[config.mk]
export PLATFORM = sky130hd
export DESIGN_NAME = hcps_div
export DESIGN_NICKNAME = d
export VERILOG_FILES = /design/src/rtl/core/hcps_pkg.sv /design/src/rtl/core/hcps_div.sv
export SDC_FILE = /design/constraint.sdc
export NUM_CORES = 1
export LEC_CHECK = 0
export ABC_AREA = 1
export BUFFER_PORTS_ARGS = -buffer_cell sky130_fd_sc_hd__buf_2
export CAP_MARGIN = 30
export CORE_ASPECT_RATIO = 0.6
export CORE_UTILIZATION = 40
export CTS_CLUSTER_SIZE = 8
export DETAILED_ROUTE_END_ITERATION = 8
export GPL_TIMING_DRIVEN = 0
export PLACE_DENSITY_LB_ADDON = 0.25
export SKIP_LAST_GASP = 1
export SLEW_MARGIN = 20
export SYNTH_ARGS = -nofsm -noshare
export SYNTH_HDL_FRONTEND = slang
export SYNTH_SLANG_ARGS = --single-unit
[constraint.sdc]
create_clock -name clk -period 2.7 [get_ports clk]
set_input_delay 0.54 -clock clk [delete_from_list [all_inputs] [get_ports clk]]
set_output_delay 0.54 -clock clk [all_outputs]
set_load 0.01 [all_outputs]
[src/rtl/core/hcps_pkg.sv]
// Shared types, constants and codes of the harmonic cross power spectrum block.
package hcps_pkg;

  localparam int NUM_DEGREES_DEF = 4096;
  localparam int DEG_W   = 12;
  localparam int COEF_W  = 16;
  localparam int PROD_W  = 2 * COEF_W;
  localparam int ADD_W   = PROD_W + 2;
  localparam int ACC_W   = 48;
  localparam int OUT_W   = 63;
  localparam int FRAC_X  = 16;
  localparam int DIV_W   = ACC_W + FRAC_X;
  localparam int DSR_W   = DEG_W + 1;
  localparam int STAT_W  = 2;
  localparam int IDX_W   = 17;
  localparam int APB_AW  = 3;
  localparam int APB_DW  = 32;

  localparam logic [ACC_W-1:0] ACC_MAX = {1'b0, {(ACC_W-1){1'b1}}};
  localparam logic [ACC_W-1:0] ACC_MIN = {1'b1, {(ACC_W-1){1'b0}}};
  localparam logic [DIV_W-1:0] OUT_MAX = {{(DIV_W-OUT_W+1){1'b0}}, {(OUT_W-1){1'b1}}};
  localparam logic [DIV_W-1:0] NEG_LIM = {{(DIV_W-OUT_W){1'b0}}, 1'b1, {(OUT_W-1){1'b0}}};
  localparam logic [DEG_W-1:0] LMAX_RST = {DEG_W{1'b1}};

  localparam logic OP_ACCUM   = 1'b0;
  localparam logic OP_READOUT = 1'b1;

  localparam logic [STAT_W-1:0] STATUS_OK     = 2'd0;
  localparam logic [STAT_W-1:0] STATUS_DEGREE = 2'd1;
  localparam logic [STAT_W-1:0] STATUS_ORDER  = 2'd2;

  localparam logic REG_LMAX = 1'b0;

  typedef enum logic [2:0] {
    S_CLEAR,
    S_IDLE,
    S_READ,
    S_ADD,
    S_DIV,
    S_RESULT
  } state_t;

  typedef struct packed {
    logic                     opcode;
    logic [DEG_W-1:0]         degree;
    logic [DEG_W-1:0]         order;
    logic signed [COEF_W-1:0] re_first;
    logic signed [COEF_W-1:0] im_first;
    logic signed [COEF_W-1:0] re_second;
    logic signed [COEF_W-1:0] im_second;
  } coef_item_t;

  typedef struct packed {
    logic signed [OUT_W-1:0] spectrum_value;
    logic [DEG_W-1:0]        degree_out;
    logic [STAT_W-1:0]       status;
  } spec_item_t;

endpackage

[src/rtl/core/hcps_div.sv]
// Restoring divider, one quotient bit per cycle, for the bin readout.
module hcps_div (
  input  logic                        clk,
  input  logic                        rst,
  input  logic                        start,
  input  logic [hcps_pkg::DIV_W-1:0]  dividend,
  input  logic [hcps_pkg::DSR_W-1:0]  divisor,
  output logic                        done,
  output logic [hcps_pkg::DIV_W-1:0]  quotient
);

  localparam int CW = $clog2(hcps_pkg::DIV_W);

  logic [hcps_pkg::DIV_W-1:0] work;
  logic [hcps_pkg::DSR_W-1:0] rem;
  logic [hcps_pkg::DSR_W-1:0] dsr;
  logic [CW-1:0]              cnt;
  logic                       busy;
  logic [hcps_pkg::DSR_W:0]   trial;
  logic [hcps_pkg::DSR_W:0]   diff;
  logic                       qbit;

  assign trial = {rem, work[hcps_pkg::DIV_W-1]};
  assign diff  = trial - {1'b0, dsr};
  assign qbit  = (trial >= {1'b0, dsr});
  assign quotient = work;

  always_ff @(posedge clk) begin
    if (rst) begin
      busy <= 1'b0;
      done <= 1'b0;
      cnt  <= '0;
    end else begin
      done <= 1'b0;
      if (start) begin
        busy <= 1'b1;
        cnt  <= '0;
      end else if (busy) begin
        cnt <= cnt + CW'(1);
        if (cnt == CW'(hcps_pkg::DIV_W - 1)) begin
          busy <= 1'b0;
          done <= 1'b1;
        end
      end
    end
  end

  always_ff @(posedge clk) begin
    if (start) begin
      work <= dividend;
      rem  <= '0;
      dsr  <= divisor;
    end else if (busy) begin
      work <= {work[hcps_pkg::DIV_W-2:0], qbit};
      rem  <= qbit ? diff[hcps_pkg::DSR_W-1:0] : trial[hcps_pkg::DSR_W-1:0];
    end
  end

endmodule

Word level (Yosys, flattened, before mapping)
Cells that the tools add are included.
{"block": "word_totals", "ff_bits": 98, "in_bits": 80, "output_inout_bits": 65, "elab_cells": 21}
{"block": "op_classes", "n_addsub": 2, "n_lt_le_gt_ge": 1, "eq_ne": 1, "mux": 7, "n_bitwise": 1, "n_reduce_logical": 3}
{"operator": "two-way mux 64 bit", "count": 2}
{"operator": ">= comparator 14 x 13 -> 1 bit", "count": 1}
{"operator": "two-way mux 13 bit", "count": 1}
{"operator": "subtractor 13 bit", "count": 1}
{"operator": "adder 6 x 1 -> 6 bit, second input constant", "count": 1}
{"operator": "== test 6 bit, second input constant", "count": 1}
{"operator": "two-way mux 1 bit", "count": 4}
{"operator": "OR reduction 3 bit", "count": 1}
{"operator": "nonzero test 2 bit", "count": 1}
{"operator": "OR reduction 2 bit", "count": 1}
{"operator": "inverter 1 bit", "count": 1}

Longest topological paths before layout
{"block": "logic_depth", "ltp_word": 4, "ltp_mapped": 14, "depth_no_buf": 13}

Worst setup path after synthesis
OpenSTA, ideal clock, no wires.
{"block": "synth_path", "kind": "input to register", "start": "input port start", "end": "register work, in the netlist quotient[0] (enable)", "setup_time_ns": 0.421, "arrival_ns": 2.047, "t_required_ns": 2.279, "path_slack_ns": 0.231, "cell_stages": 3, "n_path_buf": 1, "path_cell_list": "buf_2 -> nor2_1 -> inv_1"}
{"block": "synth_between", "elab_chain_cells": 1}
{"item": "start, declared", "line_no": "hcps_div.sv:5", "source": "input logic start,"}
{"item": "nonzero test 2 bit (no line)"}
{"item": "end signal, assigned", "line_no": "hcps_div.sv:50", "source": "work <= dividend;"}
{"item": "end signal, assigned", "line_no": "hcps_div.sv:54", "source": "work <= {work[hcps_pkg::DIV_W-2:0], qbit};"}
{"item": "end, declared", "line_no": "hcps_div.sv:14", "source": "logic [hcps_pkg::DIV_W-1:0] work;"}
Every way passes these cells.
A chain may end at the register's enable or synchronous reset.

Final worst setup path
{"block": "layout_path", "start": "register work, in the netlist quotient[63]", "end": "register rem[1] (netlist bit)"}
{"block": "layout_between", "elab_chain_cells": 2, "elab_cells_between_ends": 3, "cone_classes": "add/sub (1); order compare (1); mux (1)"}
{"item": "subtractor 13 bit or >= comparator 14 x 13 -> 1 bit (tied branches)", "line_no": "hcps_div.sv:24, hcps_div.sv:25"}
{"item": "two-way mux 13 bit *", "line_no": "hcps_div.sv:55", "source": "rem <= qbit ? diff[hcps_pkg::DSR_W-1:0] : trial[hcps_pkg::DSR_W-1:0];"}
{"item": "end signal, assigned", "line_no": "hcps_div.sv:55"}
{"item": "end, declared", "line_no": "hcps_div.sv:15", "source": "logic [hcps_pkg::DSR_W-1:0] rem;"}
Every way passes the cells marked *; elsewhere a longest branch is shown, timed or not.

==> key figures <==
Worst hold path
  • Endpoint, Worst Hold: dsr[5]$_DFFE_PP_
  • HP Start: divisor[5]
  • Hold Crit Class: in2reg
  • Hold Path Depth: 1

Routing
  • WL final: 12.89 mm
  • Routed wire per std cell: 14.00 um
  • Via count: 4,395
  • Post-route ant nets: 0
  • TritonRoute pass-1 iters: 5
  • Vias/cell: 4.772
  • DRC errors left: 0
  • Initial DRC count: 253

STA
  • Worst Tran Pin Value: 0.6199 ns
  • Fin crit share: 0.8747
  • Final hold violations: 0
  • Hold_ws: 0.3720 ns
  • Final worst slack: 0.3383 ns
  • Clk_skew: 0.008702 ns
  • Setup violators final: 0
  • RSZ-0062 raised after global routing: false
  • Fin crit period: 2.362 ns
  • Top achievable clock speed: 423.4 MHz
  • Setup_tns: 0 ns
  • Slew HR: 0.5867
  • Count of pins over their slew limit: 0

Floorplan
  • Row count: 31
  • # IOs: 145
  • Core area: 0.01214 mm2
  • Die Ht: 88.78 um
  • Die X: 146.6 um
  • DIE AREA: 0.01302 mm2
  • Initial core utilization: 0.4135

Global route
  • Total GRT Usage: 0.1990
  • GRT overflow: 0
  • Largest net degree at the start of global routing: 39
  • First-pass GRT wire length: 19.95 mm
  • Initial antenna violation count: 0
  • Vias in the first global route: 3,906

Placed design
  • RePlAce Congestion: 0.8598
  • DP Cell Count: 905
  • Hpwl dp: 9.835 mm
  • Port bufs: 144
  • Setup WS pre-CTS: 0.2489 ns
  • DP Area: 0.005969 mm2

Clock network
  • Clk_lat worst skew: 0.34 ns
  • Clock root buffer: clkbuf_16
  • CTS Buf Count: 9
  • PostCTS Resize Cnt: 0
  • Worst-case clock buffer depth: 2
  • # hold bufs at CTS: 0
  • TritonCTS clock tree: built
  • CTS H-tree depth: 3
  • Postcts setup bufs: 0
  • Clock-pin slew on the worst setup and hold paths: 0.07 ns
  • CTS Sinks: 98

Setup path
  • Crit start category: flop
  • Depth of the worst register-to-register path: 13
  • Critical setup path kind: reg2reg
  • CP max FO: 10
  • Reg2Reg Capture Point: rem[1]$_SDFFE_PP0P_
  • CP required: 2.93 ns
  • Arrival @ worst endpoint: 2.60 ns
  • Worst r2r src: quotient[63]$_DFFE_PP_
  • R2r setup slk: 0.34 ns
  • Kind of end point of the critical path: flop

Synth
  • Area contributors post-synth: edfxtp_1 46%, nand2_1 21%, dfxtp_1 8.4%, inv_1 4.9%, ha_1 3.5%
  • Synthesized instance count: 595
  • Share of the synthesized area in the top cell type: 0.4606
  • Avg Cell Area, Syn: 8.437 um2
  • Synth cell types: 30
  • Syn_nets: 690
  • Synthesized area: 0.005020 mm2
  • Largest area contributor in the netlist: edfxtp_1
  • Yosys warns: 0
  • Synth Register Bits: 98
  • Post-synthesis sequential area ratio: 0.5444

Pwr
  • Static Leakage: 3.203 nW
  • Pwr Density: 608.0 mW/mm2
  • Pwr Total: 3.837 mW
  • VDD IR max: 0.0003023 V

Layout
  • P&R area growth vs syn: 25.70%
  • Area of the multi-input gates: 0.001923 mm2
  • Share of cells above drive strength 1: 0.2566
  • Register area: 0.002733 mm2
  • Post-Layout Cell Count: 921
  • Most frequent cells in the layout: 283 x nand2_1, 149 x buf_2, 77 x edfxtp_1
  • Layout fillers: 1,170
  • Fin util: 0.5197
  • Layout Nets: 846
  • Diode count: 0
  • Final Cell Area: 0.006310 mm2
  • Most common cell after layout, fill and taps aside: nand2_1

Status
  • Run status: complete, no violations

Job
  • Max cap viols: 0
-- worst max-delay path: stages, from the launching register on --
cell and delay [ns]:
edfxtp_1 0.43, inv_1 0.10, ha_1 0.14, inv_1 0.07
fa_1 0.47, nand2_1 0.12, nand2_1 0.06, nand3_1 0.07
nand2_1 0.09, nand2_2 0.13, buf_2 0.25, nand4_1 0.14
nand3_1 0.12, nand2_1 0.06
-- power by group --
part	switching, mW	internal (mW)	total (mW)
sequential	0.0649	1.78	1.84
clock	0.567	0.905	1.47
combinational	0.324	0.200	0.523
total	0.955	2.88	3.84
-- synthesized netlist by cell type (all sizes together) --
master	instances
a21oi	7
a31oi	2
buf	7
clkbuf	14
dfxtp	21
edfxtp	77
fa	1
ha	14
inv	69
nand2	291
nand3	34
nand4	19
nor2	21
nor3	4
nor3b	1
o21ai	8
xnor2	3
xor2	2
-- area by class of cell --
cell class,count,area share
flip-flops and latches,98,0.4331
clock inverters,7,0.01824
clock buffers,9,0.03569
repair buffers,145,0.1174
plain buffers,21,0.01666
multi-input cells,407,0.3048
inverters,69,0.04144
well taps,165,0.03272
-- per-layer routing --
metal,share of wire,vias up,GRT usage
met4,0.0059,0,0.04451
met3,0.058,6,0.04227
li1,-,2218,-
met5,0,-,0
met1,0.51,2032,0.2999
met2,0.43,139,0.2904
-- registers in the layout (all words and copies together) (netlist names) --
name	count
quotient	64
dsr	13
rem	13
cnt	6
busy	1
done	1
-- kinds of logic (layout without fill, tap and decap cells) --
| logic type | count (synthesis) | count (layout) | synth area share |
|---|---|---|---|
| AO/OA/AOI/OAI | 17 | 17 | 0.02044 |
| flip-flops | 98 | 98 | 0.5444 |
| AND/OR/NAND/NOR | 370 | 370 | 0.3151 |
| XOR/XNOR | 5 | 5 | 0.008725 |
| adder cells (fa/ha/maj) | 15 | 15 | 0.03888 |
| buffers and inverters | 90 | 251 | 0.07253 |
-- worst max path at each step --
stage / endpoint / from / depth (start not counted) / slack (ns)
global route: rem[1]$_SDFFE_PP0P_ / quotient[63]$_DFFE_PP_ / 13 / 0.18
finish: rem[1]$_SDFFE_PP0P_ / quotient[63]$_DFFE_PP_ / 13 / 0.34
floorplan: quotient[0]$_DFFE_PP_ / start / 3 / 0.23
detailed placement: quotient[26]$_DFFE_PP_ / start / 6 / 0.25
global placement: quotient[15]$_DFFE_PP_ / start / 4 / -0.87
CTS: rem[1]$_SDFFE_PP0P_ / quotient[63]$_DFFE_PP_ / 13 / 0.33
(Power assumes the default switching activity.)
